### config.mk
export PLATFORM = sky130hd
export DESIGN_NAME = ack_timeout_wheel_tracker
export DESIGN_NICKNAME = d
export VERILOG_FILES = /design/src/atwt_pkg.sv /design/src/atwt_ram.sv /design/src/ack_timeout_wheel_tracker.sv
export SDC_FILE = /design/constraint.sdc
export NUM_CORES = 2
export LEC_CHECK = 0
export BUFFER_PORTS_ARGS = -buffer_cell sky130_fd_sc_hd__buf_4
export CAP_MARGIN = 0
export CORE_ASPECT_RATIO = 0.9
export CORE_MARGIN = 8
export CORE_UTILIZATION = 41
export CTS_CLUSTER_DIAMETER = 200
export DETAILED_ROUTE_END_ITERATION = 7
export SYNTH_ARGS = -nofsm -noshare
export SYNTH_HDL_FRONTEND = slang
export SYNTH_HIERARCHICAL = 1
export SYNTH_SLANG_ARGS = --single-unit
### constraint.sdc
create_clock -name clk_i -period 6.45 [get_ports clk_i]
set_clock_uncertainty 0.05 [all_clocks]
set_input_delay 0.645 -clock clk_i [delete_from_list [all_inputs] [get_ports clk_i]]
set_output_delay 0.645 -clock clk_i [all_outputs]
set_load 0.03 [all_outputs]
### src/atwt_pkg.sv
// shared types and constants for the ack timeout wheel tracker
`default_nettype none

package atwt_pkg;

  localparam int unsigned KEY_W     = 64;
  localparam int unsigned OP_W      = 3;
  localparam int unsigned CFG_W     = 7;
  localparam int unsigned CNT_OUT_W = 6;
  localparam int unsigned TDATA_W   = 72;
  localparam int unsigned TUSER_W   = 2;

  typedef enum logic [OP_W-1:0] {
    OP_ADD    = 3'd0,
    OP_REMOVE = 3'd1,
    OP_TICK   = 3'd2,
    OP_RMUP   = 3'd3,
    OP_CLEAR  = 3'd4
  } op_e;

endpackage

`default_nettype wire

### src/atwt_ram.sv
// single write port, single registered read port entry memory
`default_nettype none

module atwt_ram #(
  parameter int unsigned DEPTH = 32,
  parameter int unsigned WIDTH = 70
) (
  input  wire logic                     clk_i,
  input  wire logic                     we_i,
  input  wire logic [$clog2(DEPTH)-1:0] waddr_i,
  input  wire logic [WIDTH-1:0]         wdata_i,
  input  wire logic [$clog2(DEPTH)-1:0] raddr_i,
  output logic      [WIDTH-1:0]         rdata_o
);

  logic [WIDTH-1:0] mem_q [DEPTH];

  always_ff @(posedge clk_i) begin
    if (we_i) begin
      mem_q[waddr_i] <= wdata_i;
    end
  end

  always_ff @(posedge clk_i) begin
    rdata_o <= mem_q[raddr_i];
  end

endmodule

`default_nettype wire

### src/ack_timeout_wheel_tracker.sv
// top level of the ack timeout wheel tracker
//
// usage: commands enter on the s_axis channel, tuser[2:0] carries the op
// (add, remove, tick, remove up to key, clear) and tdata carries the key.
// results leave on the m_axis channel, one per command, or one per expired
// key for a tick, with tlast on the final result of the command.
// every result carries the tracked key count in tdata[69:64].
// the table is an entry ram with one write port and one registered read port,
// scanned one entry a cycle by one shared 64-bit comparator.
// add, remove and remove up to each take one scan; clear and
// unknown ops give their result on the next cycle. a tick marks its slot in
// one scan, then runs one minimum search scan per expired key, and results
// come out in ascending key order.
// s_axis_tready is high only while no command is in flight and the result
// register is free or being taken; a stalled receiver holds the block.
// reset empties the table, sets the oldest slot to 0 and slot count to 2.
// a cfg write sets slot count and restarts the wheel with an empty table.
`default_nettype none

module ack_timeout_wheel_tracker
  import atwt_pkg::*;
#(
  parameter int unsigned CAPACITY  = 32,
  parameter int unsigned MAX_SLOTS = 64
) (
  input  wire logic               clk_i,
  input  wire logic               rst_ni,
  input  wire logic               cfg_we_i,
  input  wire logic [CFG_W-1:0]   cfg_wdata_i,
  input  wire logic               s_axis_tvalid_i,
  output logic                    s_axis_tready_o,
  input  wire logic [KEY_W-1:0]   s_axis_tdata_i,   // msg_key
  input  wire logic [OP_W-1:0]    s_axis_tuser_i,   // op
  output logic                    m_axis_tvalid_o,
  input  wire logic               m_axis_tready_i,
  output logic [TDATA_W-1:0]      m_axis_tdata_o,   // expired_key, tracked_count
  output logic [TUSER_W-1:0]      m_axis_tuser_o,   // ok, expired_valid
  output logic                    m_axis_tlast_o
);

  localparam int unsigned IDX_W   = $clog2(CAPACITY);
  localparam int unsigned CNT_W   = $clog2(CAPACITY + 1);
  localparam int unsigned CNT_EXT = (CNT_W > CNT_OUT_W) ? CNT_W : CNT_OUT_W;
  localparam int unsigned SLOT_W  = (MAX_SLOTS > 2) ? $clog2(MAX_SLOTS) : 1;
  localparam int unsigned ENT_W   = KEY_W + SLOT_W;

  typedef enum logic [1:0] {
    ST_IDLE,
    ST_SCAN,
    ST_DONE
  } state_e;

  typedef enum logic [1:0] {
    P_FIND,
    P_RMUP,
    P_MARK,
    P_MIN
  } pass_e;

  state_e              state_q;
  pass_e               pass_q;
  logic                is_add_q;
  logic [KEY_W-1:0]    key_q;
  logic [CFG_W-1:0]    slot_cnt_q;
  logic [SLOT_W-1:0]   oldest_q;
  logic [CAPACITY-1:0] valid_q;
  logic [CAPACITY-1:0] pend_q;
  logic [CNT_W-1:0]    count_q;
  logic [CNT_W-1:0]    pend_cnt_q;
  logic [IDX_W:0]      addr_q;
  logic                s_vld_q;
  logic [IDX_W-1:0]    s_idx_q;
  logic                found_q;
  logic [IDX_W-1:0]    hit_idx_q;
  logic                have_min_q;
  logic [KEY_W-1:0]    min_key_q;
  logic [IDX_W-1:0]    min_idx_q;

  logic                out_vld_q;
  logic                out_ok_q;
  logic                out_ev_q;
  logic [KEY_W-1:0]    out_key_q;
  logic                out_last_q;
  logic [CNT_W-1:0]    out_cnt_q;

  logic [CFG_W-1:0]    n_eff;
  logic [SLOT_W-1:0]   newest_slot;
  logic [SLOT_W-1:0]   next_oldest;
  logic                out_free;
  logic                in_acc;
  logic                scan_end;
  logic [ENT_W-1:0]    ram_rdata;
  logic [KEY_W-1:0]    rd_key;
  logic [SLOT_W-1:0]   rd_slot;
  logic [KEY_W-1:0]    cmp_b;
  logic                cmp_lt;
  logic                cmp_eq;
  logic [IDX_W-1:0]    free_idx;
  logic                add_ok;
  logic                ram_we;
  logic [CNT_EXT-1:0]  cnt_ext;

  always_comb begin
    if (slot_cnt_q < CFG_W'(2)) begin
      n_eff = CFG_W'(2);
    end else if (slot_cnt_q > CFG_W'(MAX_SLOTS)) begin
      n_eff = CFG_W'(MAX_SLOTS);
    end else begin
      n_eff = slot_cnt_q;
    end
  end

  assign newest_slot = (oldest_q == '0) ? SLOT_W'(n_eff - CFG_W'(1)) : oldest_q - SLOT_W'(1);
  assign next_oldest = (CFG_W'(oldest_q) == n_eff - CFG_W'(1)) ? '0 : oldest_q + SLOT_W'(1);

  // shared comparator
  assign rd_key  = ram_rdata[KEY_W-1:0];
  assign rd_slot = ram_rdata[KEY_W +: SLOT_W];
  assign cmp_b   = (pass_q == P_MIN) ? min_key_q : key_q;
  assign cmp_lt  = rd_key < cmp_b;
  assign cmp_eq  = rd_key == cmp_b;

  always_comb begin
    free_idx = '0;
    for (int i = CAPACITY - 1; i >= 0; i--) begin
      if (!valid_q[i]) begin
        free_idx = IDX_W'(i);
      end
    end
  end

  assign add_ok   = !found_q && (count_q < CNT_W'(CAPACITY));
  assign out_free = !out_vld_q || m_axis_tready_i;
  assign in_acc   = s_axis_tvalid_i && s_axis_tready_o;
  assign scan_end = (addr_q == (IDX_W + 1)'(CAPACITY)) && !s_vld_q;
  assign ram_we   = (state_q == ST_DONE) && (pass_q == P_FIND) && is_add_q && add_ok
                    && out_free;

  atwt_ram #(
    .DEPTH (CAPACITY),
    .WIDTH (ENT_W)
  ) u_ram (
    .clk_i   (clk_i),
    .we_i    (ram_we),
    .waddr_i (free_idx),
    .wdata_i ({newest_slot, key_q}),
    .raddr_i (addr_q[IDX_W-1:0]),
    .rdata_o (ram_rdata)
  );

  always_ff @(posedge clk_i or negedge rst_ni) begin
    if (!rst_ni) begin
      state_q    <= ST_IDLE;
      pass_q     <= P_FIND;
      is_add_q   <= 1'b0;
      key_q      <= '0;
      slot_cnt_q <= CFG_W'(2);
      oldest_q   <= '0;
      valid_q    <= '0;
      pend_q     <= '0;
      count_q    <= '0;
      pend_cnt_q <= '0;
      addr_q     <= '0;
      s_vld_q    <= 1'b0;
      s_idx_q    <= '0;
      found_q    <= 1'b0;
      hit_idx_q  <= '0;
      have_min_q <= 1'b0;
      min_key_q  <= '0;
      min_idx_q  <= '0;
      out_vld_q  <= 1'b0;
      out_ok_q   <= 1'b0;
      out_ev_q   <= 1'b0;
      out_key_q  <= '0;
      out_last_q <= 1'b0;
      out_cnt_q  <= '0;
    end else begin
      if (out_vld_q && m_axis_tready_i) begin
        out_vld_q <= 1'b0;
      end

      case (state_q)
        ST_IDLE: begin
          if (in_acc) begin
            key_q      <= s_axis_tdata_i;
            addr_q     <= '0;
            s_vld_q    <= 1'b0;
            found_q    <= 1'b0;
            have_min_q <= 1'b0;
            case (op_e'(s_axis_tuser_i))
              OP_ADD: begin
                is_add_q <= 1'b1;
                pass_q   <= P_FIND;
                state_q  <= ST_SCAN;
              end
              OP_REMOVE: begin
                is_add_q <= 1'b0;
                pass_q   <= P_FIND;
                state_q  <= ST_SCAN;
              end
              OP_TICK: begin
                pass_q     <= P_MARK;
                pend_q     <= '0;
                pend_cnt_q <= '0;
                state_q    <= ST_SCAN;
              end
              OP_RMUP: begin
                pass_q  <= P_RMUP;
                state_q <= ST_SCAN;
              end
              OP_CLEAR: begin
                valid_q    <= '0;
                count_q    <= '0;
                out_vld_q  <= 1'b1;
                out_ok_q   <= 1'b1;
                out_ev_q   <= 1'b0;
                out_key_q  <= '0;
                out_last_q <= 1'b1;
                out_cnt_q  <= '0;
              end
              default: begin
                out_vld_q  <= 1'b1;
                out_ok_q   <= 1'b0;
                out_ev_q   <= 1'b0;
                out_key_q  <= '0;
                out_last_q <= 1'b1;
                out_cnt_q  <= count_q;
              end
            endcase
          end
        end

        ST_SCAN: begin
          // read issue
          if (addr_q != (IDX_W + 1)'(CAPACITY)) begin
            s_vld_q <= 1'b1;
            s_idx_q <= addr_q[IDX_W-1:0];
            addr_q  <= addr_q + (IDX_W + 1)'(1);
          end else begin
            s_vld_q <= 1'b0;
          end
          // compare stage
          if (s_vld_q) begin
            case (pass_q)
              P_FIND: begin
                if (valid_q[s_idx_q] && cmp_eq) begin
                  found_q   <= 1'b1;
                  hit_idx_q <= s_idx_q;
                end
              end
              P_RMUP: begin
                if (valid_q[s_idx_q] && (cmp_lt || cmp_eq)) begin
                  valid_q[s_idx_q] <= 1'b0;
                  count_q          <= count_q - CNT_W'(1);
                end
              end
              P_MARK: begin
                if (valid_q[s_idx_q] && (rd_slot == oldest_q)) begin
                  valid_q[s_idx_q] <= 1'b0;
                  pend_q[s_idx_q]  <= 1'b1;
                  count_q          <= count_q - CNT_W'(1);
                  pend_cnt_q       <= pend_cnt_q + CNT_W'(1);
                end
              end
              P_MIN: begin
                if (pend_q[s_idx_q] && (!have_min_q || cmp_lt)) begin
                  have_min_q <= 1'b1;
                  min_key_q  <= rd_key;
                  min_idx_q  <= s_idx_q;
                end
              end
              default: begin
              end
            endcase
          end
          if (scan_end) begin
            state_q <= ST_DONE;
          end
        end

        ST_DONE: begin
          if (out_free) begin
            out_ev_q   <= 1'b0;
            out_key_q  <= '0;
            out_last_q <= 1'b1;
            out_ok_q   <= 1'b1;
            out_cnt_q  <= count_q;
            state_q    <= ST_IDLE;
            case (pass_q)
              P_FIND: begin
                out_vld_q <= 1'b1;
                if (is_add_q) begin
                  out_ok_q <= add_ok;
                  if (add_ok) begin
                    valid_q[free_idx] <= 1'b1;
                    count_q           <= count_q + CNT_W'(1);
                    out_cnt_q         <= count_q + CNT_W'(1);
                  end
                end else begin
                  out_ok_q <= found_q;
                  if (found_q) begin
                    valid_q[hit_idx_q] <= 1'b0;
                    count_q            <= count_q - CNT_W'(1);
                    out_cnt_q          <= count_q - CNT_W'(1);
                  end
                end
              end
              P_RMUP: begin
                out_vld_q <= 1'b1;
              end
              P_MARK: begin
                oldest_q <= next_oldest;
                if (pend_cnt_q == '0) begin
                  out_vld_q <= 1'b1;
                end else begin
                  pass_q     <= P_MIN;
                  addr_q     <= '0;
                  have_min_q <= 1'b0;
                  state_q    <= ST_SCAN;
                end
              end
              P_MIN: begin
                out_vld_q         <= 1'b1;
                out_ev_q          <= 1'b1;
                out_key_q         <= min_key_q;
                out_last_q        <= (pend_cnt_q == CNT_W'(1));
                pend_q[min_idx_q] <= 1'b0;
                pend_cnt_q        <= pend_cnt_q - CNT_W'(1);
                if (pend_cnt_q != CNT_W'(1)) begin
                  addr_q     <= '0;
                  have_min_q <= 1'b0;
                  state_q    <= ST_SCAN;
                end
              end
              default: begin
              end
            endcase
          end
        end

        default: begin
          state_q <= ST_IDLE;
        end
      endcase

      // wheel restart on a slot count write
      if (cfg_we_i) begin
        slot_cnt_q <= cfg_wdata_i;
        valid_q    <= '0;
        pend_q     <= '0;
        count_q    <= '0;
        oldest_q   <= '0;
      end
    end
  end

  assign cnt_ext = CNT_EXT'(out_cnt_q);

  assign s_axis_tready_o = (state_q == ST_IDLE) && out_free;
  assign m_axis_tvalid_o = out_vld_q;
  assign m_axis_tdata_o  = {(TDATA_W - KEY_W - CNT_OUT_W)'(0), cnt_ext[CNT_OUT_W-1:0], out_key_q};
  assign m_axis_tuser_o  = {out_ev_q, out_ok_q};
  assign m_axis_tlast_o  = out_last_q;

endmodule

`default_nettype wire

* Word-level counts from Yosys, hierarchy flattened *
Memories as Yosys holds them, arrays and structs flattened. A register that Yosys moved wholly into a read port is not among the register bits.
Index checks and enable logic that the tools add are counted.

storage, ports and cells
  register bits = 320
  memories kept = 1
  output and inout port bits = 77
  bits in writable memories = 2240
  bits of input ports = 79
  word-level logic and storage cells = 327

memory list
  memory       words  width  read ports  clocked after Yosys merged registers in  write ports  RTL line        source
  u_ram.mem_q  32     70     1           1                                        1            atwt_ram.sv:16  logic [WIDTH-1:0] mem_q [DEPTH];

cells by class
  equal/unequal tests = 51
  bitwise operators = 8
  multiplexer cells = 166
  reduce and logical (&&, ||, !) cells = 57
  $lt $le $gt $ge = 12
  add/sub/neg operators = 8

operators with widths
  cell                   count
  $mux W32               19
  $mux W64               5
  $pmux W32 S3           2
  $mux W6                30
  $mux W5                32
  $pmux W64 S2           1
  $and A32 B32 Y32       3
  $not A32 Y32           3
  $eq A64 B64 Y1         1
  $lt A64 B64 Y1         1
  $or A32 B32 Y32        2
  $pmux W32 S2           1
  $pmux W6 S3            3
  $pmux W6 S2            4
  $mux W1                38
  $ne A2 B2 Y1 const B   15
  $add A6 B1 Y6 const B  4
  $lt A5 B6 Y1 const B   4
  $reduce_and A8 Y1      3
  $pmux W1 S2            11
  $ne A3 B3 Y1 const B   7
  $demux W1 S5           4
  $ge A5 B1 Y1 const B   4
  $ne A4 B4 Y1 const B   5
  other kinds (45)       100

* Depth between registers and ports, before layout *
  word-level depth = 43
  mapped depth = 18
  mapped depth without buffers = 14

* By module *
Netlist, hierarchy kept.

by module, submodules not included
  module                     instances  area each (sq um)  seq. area each (sq um)  cells each
  atwt_ram                   1          86379.1            68665.9                 3388
  ack_timeout_wheel_tracker  1          17983.5            8008.9                  1761

* Least setup slack after synthesis *
Ideal clock, no wire load.

  path kind = register to register
  from = register state_q[0]
  to = memory u_ram.mem_q[28][0], enable pin
  setup slack = 835 ps
  setup time = 499 ps
  data required time = 5901 ps
  data arrival time = 5066 ps
  stages on the path, launching flop included = 10
  buffers on the path = 3
  clock period less this slack = 5615 ps
  cells stage by stage = dfrtp_1 inv_1 ha_1 clkbuf_1 clkbuf_1 nand2_1 and3b_1 or3b_2 clkbuf_1 nor2_1

on the way
  longest elaborated chain between the ends = 7

ends and longest elaborated chain
  what                               RTL line                          source
  start, declared                    ack_timeout_wheel_tracker.sv:60   state_e state_q;
  start signal, assigned             ack_timeout_wheel_tracker.sv:153  state_q <= ST_IDLE;
  start signal, assigned             ack_timeout_wheel_tracker.sv:194  state_q <= ST_SCAN;
  start signal, assigned             ack_timeout_wheel_tracker.sv:199  state_q <= ST_SCAN;
  $eq A2 B2 Y1                       ack_timeout_wheel_tracker.sv:136  assign ram_we = (state_q == ST_DONE) && (pass_q == P_FIND) && is_add_q && add_ok
  $logic_and A1 B1 Y1 (3 in series)  ack_timeout_wheel_tracker.sv:136
  $logic_and A1 B1 Y1                ack_timeout_wheel_tracker.sv:137  && out_free;
  net ram_we                         ack_timeout_wheel_tracker.sv:100  logic ram_we;
  $mux W1                            atwt_ram.sv:19                    if (we_i) begin
  $mux W1 (not written as such)      atwt_ram.sv:20                    mem_q[waddr_i] <= wdata_i;
  end, declared                      atwt_ram.sv:16

The timed path passes the listed nets, and every way through them passes these cells.

* Worst setup path after layout *
  from = register pass_q[0]
  to = register count_q[2]

on the way
  longest elaborated chain between the ends = 7
  elaborated cells on any way between the ends = 19
  those cells by class = order compare (1); eq/ne (7); mux (7); reduce/logical (4)

ends and longest elaborated chain
  what                                                     RTL line                                                            source
  start, declared                                          ack_timeout_wheel_tracker.sv:61                                     pass_e pass_q;
  start signal, assigned                                   ack_timeout_wheel_tracker.sv:154                                    pass_q <= P_FIND;
  start signal, assigned                                   ack_timeout_wheel_tracker.sv:193                                    pass_q <= P_FIND;
  start signal, assigned                                   ack_timeout_wheel_tracker.sv:198                                    pass_q <= P_FIND;
  $eq A2 B2 Y1                                             ack_timeout_wheel_tracker.sv:119                                    assign cmp_b = (pass_q == P_MIN) ? min_key_q : key_q;
  $mux W64                                                 ack_timeout_wheel_tracker.sv:119
  $lt A64 B64 Y1 / $eq A64 B64 Y1 (equally long branches)  ack_timeout_wheel_tracker.sv:120, ack_timeout_wheel_tracker.sv:121
  $logic_or A1 B1 Y1                                       ack_timeout_wheel_tracker.sv:252                                    if (valid_q[s_idx_q] && (cmp_lt || cmp_eq)) begin
  $logic_and A1 B1 Y1                                      ack_timeout_wheel_tracker.sv:252
  $ne A4 B4 Y1 (no source line)                            -
  $reduce_and A8 Y1 (no source line)                       -
  end signal, assigned                                     ack_timeout_wheel_tracker.sv:254                                    count_q <= count_q - CNT_W'(1);
  end signal, assigned                                     ack_timeout_wheel_tracker.sv:261                                    count_q <= count_q - CNT_W'(1);
  end signal, assigned                                     ack_timeout_wheel_tracker.sv:296                                    count_q <= count_q + CNT_W'(1);
  end, declared                                            ack_timeout_wheel_tracker.sv:68                                     logic [CNT_W-1:0] count_q;

Several ways; a longest one is shown, not always the timed one. The select of a mux whose other input is x is not followed.
A chain may end at the register's enable or synchronous reset.

==> results.md <==
Clocking:
- The number of H-tree levels is 5.
- TritonCTS built the clock tree.
- At the later pin of the worst-skew pair, clock insertion delay measures 870 ps.
- After clock tree synthesis, the clock-pin slew on the worst setup and hold paths is 60 ps.
- The number of clock buffers added by TritonCTS is 275.
- In this run the clock root is driven by a clkbuf_16.
- The longest clock path from root to sink contains 4 buffers.
- CTS saw 2630 sinks.
- Buffers added to address setup during post-CTS repair amount to 0.

Run:
- The tool flagged a number of max-cap violations equal to 0.

Yosys:
- The gate count of the mapped netlist is 5149.
- The Yosys step of the flow raised 6 warnings.
- Averaged over all synthesized cells, the footprint is 20.3 um2.
- The share of the synthesized netlist area taken by xor and xnor gates is 0.218%.
- In the synthesized netlist the dominant register cell turns out to be edfxtp_1.
- The netlist uses 81 different library cells.
- The synthesized netlist devotes 3.60% of its cell area to compound gates.
- In this run, synthesis inferred 2240 flip-flops with an integrated enable.
- The simple-gate area share of the yosys netlist is 2.31%.
- The share of the yosys chip area belonging to registers is 73.5%.
- Of all flip-flops after synthesis, the portion carrying an async set or reset was 12.2%.
- Synthesis inferred 2630 register bits.
- After Yosys synthesis, full adders, half adders and majority gates account for 0.959% of the synthesized area.
- The synthesized netlist occupies a cell area of 104000 um2.
- After synthesis, the largest family of logic cells by area is multiplexers.
- The post-synthesis mux area share is 18.0%.

Global route:
- The initial antenna violation count came to 6.
- The combined global-route utilization of all metal layers is 20.9%.
- After global routing the overflow that remains totals 0.
- The largest net degree at the start of global routing is 127.
- The first global-routing pass estimated 410000 um of wire.
- The number of global-route vias before repair is 54.1k.

Power:
- The power per cell area is 402 nW/um2.
- IR analysis of the VDD net gives a maximum drop of 0.000332 V.
- The leakage power is 39.2 nW.
- The power after layout is 48.3 mW.

Final layout:
- The post-layout net count is 5683.
- Compared with the post-synthesis result, the final layout area differs by 15.3%.
- The share of the core filled with cells in the final layout is 47.6%.
- The share of layout cells above drive strength 1 is 29.3%.

STA:
- Of the available clock period, the critical path in the final layout requires 81.2%.
- Setup repair after global routing left no endpoint under its margin.
- The relative max-transition margin is 11.4%.
- At the pin with the least slew margin, the transition time is 1330 ps.
- The setup TNS after final layout is 0 ps.
- The final count of pins violating max slew is 0.
- The final-report hold violation count is 0.
- The time the worst path needs with I/O delays and setup is 5240 ps.
- In the post-route analysis, the smallest setup slack over all paths is 1210 ps.
- The highest achievable clock rate is 191 MHz.
- Setup violations remaining at the end of the flow were counted as 0.

Setup path:
- The depth of the most critical reg-to-reg path is 14.
- The startpoint of the worst-slack reg-to-reg timing path is pass_q[0]$_DFFE_PN0P_.
- STA classifies the critical path startpoint as a flip-flop.
- STA classifies the critical path endpoint as a flip-flop.
- STA puts the critical path data required time at 7080 ps.
- Of all nets on the critical path, the largest fanout is 33.
- The critical path is of the reg2reg type.
- The arrival time at the worst endpoint is 5870 ps.
- The origin of the worst setup path is pass_q[0]$_DFFE_PN0P_.

Floorplanning:
- The core region is 253000 um2.
- The die is 495 um tall.
- The number of rows created at floorplan is 175.
- The die extent in x is 548 um.
- The die covers 271000 um2.
- The initial core utilization is 41.3%.
- The count of pins on the block boundary is 156.

Detailed routing:
- The detailed-routing iteration count for the pre-antenna-repair pass is 6.
- The remaining design rule violation count is 0.
- The detailed-route wire length per cell is 31.8 um.
- After detailed routing, the number of vias per cell comes to 5.99.
- The number of vias in the routed layout is 54.6k.
- The detailed router finished its first iteration with 6214 violations.
- Summed over all layers, the routed wires come to 290000 um.
- The count of nets left with antenna violations once routing finished came out at 0.

Place:
- The count of buffers added on input and output ports is 153.
- The routability congestion estimate from global placement is 0.826.
- The total half-perimeter wirelength after legalization and detailed placement is 158000 um.
- Prior to clock tree synthesis, the placed netlist has a worst setup slack of 1310 ps.

Worst hold path:
- The class of the tightest hold or removal check is in2reg.
- The worst hold path depth is 2.
- The start point of the worst hold path is s_axis_tdata_i[31].

Outcome:
- The run finished with clean final reports.
flip-flops by register name, indices dropped and copies added (netlist names), 2 cells and up:
signal and flops:
key_q 64, s_idx_q 5, addr_q 6, pend_cnt_q 6, valid_q 32, min_idx_q 5
u_ram/mem_q 2240, oldest_q 6, count_q 6, pend_q 32, out_key_q 64, min_key_q 64
slot_cnt_q 7, state_q 2, pass_q 2, hit_idx_q 5, cnt_ext 6, u_ram/rdata_o 70
layer usage:
| layer | part of all wire (%) | track usage [%] | wire length (um) |
|---|---|---|---|
| met4 | 2.7 | 5.51 | 7760 |
| met2 | 46 | 32.2 | 133000 |
| met3 | 8.4 | 4.34 | 24400 |
| met1 | 43 | 30.6 | 125000 |
| met5 | 0 | 0 | 0 |
layout by cell type (no fill, tap or decap), drive strengths merged, types with 123 or more instances in the layout:
| cell type | Yosys | final |
|---|---|---|
| a21oi | 159 | 159 |
| dfrtp | 319 | 319 |
| o21ai | 186 | 186 |
| mux2i | 126 | 126 |
| mux4 | 665 | 665 |
| mux2 | 226 | 226 |
| nand2 | 123 | 123 |
| clkbuf | 159 | 402 |
| edfxtp | 2240 | 2240 |
| buf | 135 | 331 |
cell type report:
| type | instances | area, um2 |
|---|---|---|
| multi-input combinational | 2185 | 26500 |
| fill | 20800 | 133000 |
| tap | 3363 | 4210 |
| antenna | 5 | 12.5 |
| timing repair buffer | 391 | 3980 |
| clock inverter | 92 | 860 |
| inverter | 41 | 154 |
| clock buffer | 402 | 7950 |
| sequential | 2630 | 76700 |
worst paths after layout:
check	endpoint	slack, ps
setup / recovery	count_q[2]$_DFFE_PN0P_	1210
hold / removal	key_q[31]$_DFFE_PN0P_	50
setup reg to reg	count_q[2]$_DFFE_PN0P_	1210
hold reg to reg	cnt_ext[4]$_DFFE_PN0P_	430
max in group asynchronous	addr_q[3]$_DFFE_PN0P_	4540
min in group asynchronous	out_key_q[56]$_DFFE_PN0P_	340
cells in the mapped netlist, types with 14 or more instances:
cell type / number / area, um2
edfxtp_1: 2240 / 67300
mux4_2: 665 / 15000
dfrtp_1: 319 / 7980
mux2_2: 225 / 2530
o21ai_0: 184 / 921
a21oi_1: 159 / 796
clkbuf_1: 159 / 597
mux2i_1: 126 / 1260
nand2_1: 123 / 462
nor2_1: 110 / 413
buf_2: 87 / 435
ha_1: 80 / 1000
dfxtp_1: 70 / 1400
a22o_1: 66 / 578
nand3_1: 41 / 205
inv_1: 39 / 146
nand4_1: 28 / 175
o31ai_1: 28 / 210
nor3_1: 27 / 135
o22ai_1: 23 / 144
buf_1: 22 / 82.6
nand3b_1: 18 / 135
buf_4: 16 / 120
nand2b_1: 16 / 100
a221oi_1: 15 / 131
xor2_1: 15 / 131
a211oi_1: 14 / 105
nor2b_1: 14 / 87.6
what timing repair did:
item                                   4_1_cts  5_1_grt
endpoints found under the hold margin      138        0
hold buffers                                60        0
gates resized for setup                      0        0
where the power goes:
part / internal [mW] / leakage (nW) / switching, mW
Sequential: 21.3 / 25.0 / 1.89
Clock: 9.16 / 4.32 / 6.48
Combinational: 4.22 / 9.93 / 5.27
per-stage QoR:
step           hold WS [ps]  area [um2]  std cells
4_1_cts               0.890      120000       9104
2_1_floorplan           299      104000       5150
5_1_grt                19.1      120000       9106
3_3_place_gp            415      111000       8550
3_5_place_dp            425      111000       8550
6_report               47.8      120000       9109
worst max-delay path, cell delays in order (launching register included):
cell and delay (ps):
dfrtp_1 480, nand2_4 360, buf_12 280, mux2_2 380
ha_1 180, inv_1 50, a211oi_1 60, o21ai_0 360
a2111o_1 310, a31oi_1 130, o21ai_1 840, a41o_1 680
buf_4 420, o22ai_1 140, a211o_1 270
kinds of logic after synthesis:
kind of cell | count (synthesis)
compound gates | 595
xor+xnor | 26
fa+ha+maj | 80
buf+inv | 335
flops | 2630
mux | 1017
other cells | 1
simple gates | 465
Note: power is estimated with default switching activity, not from simulation.
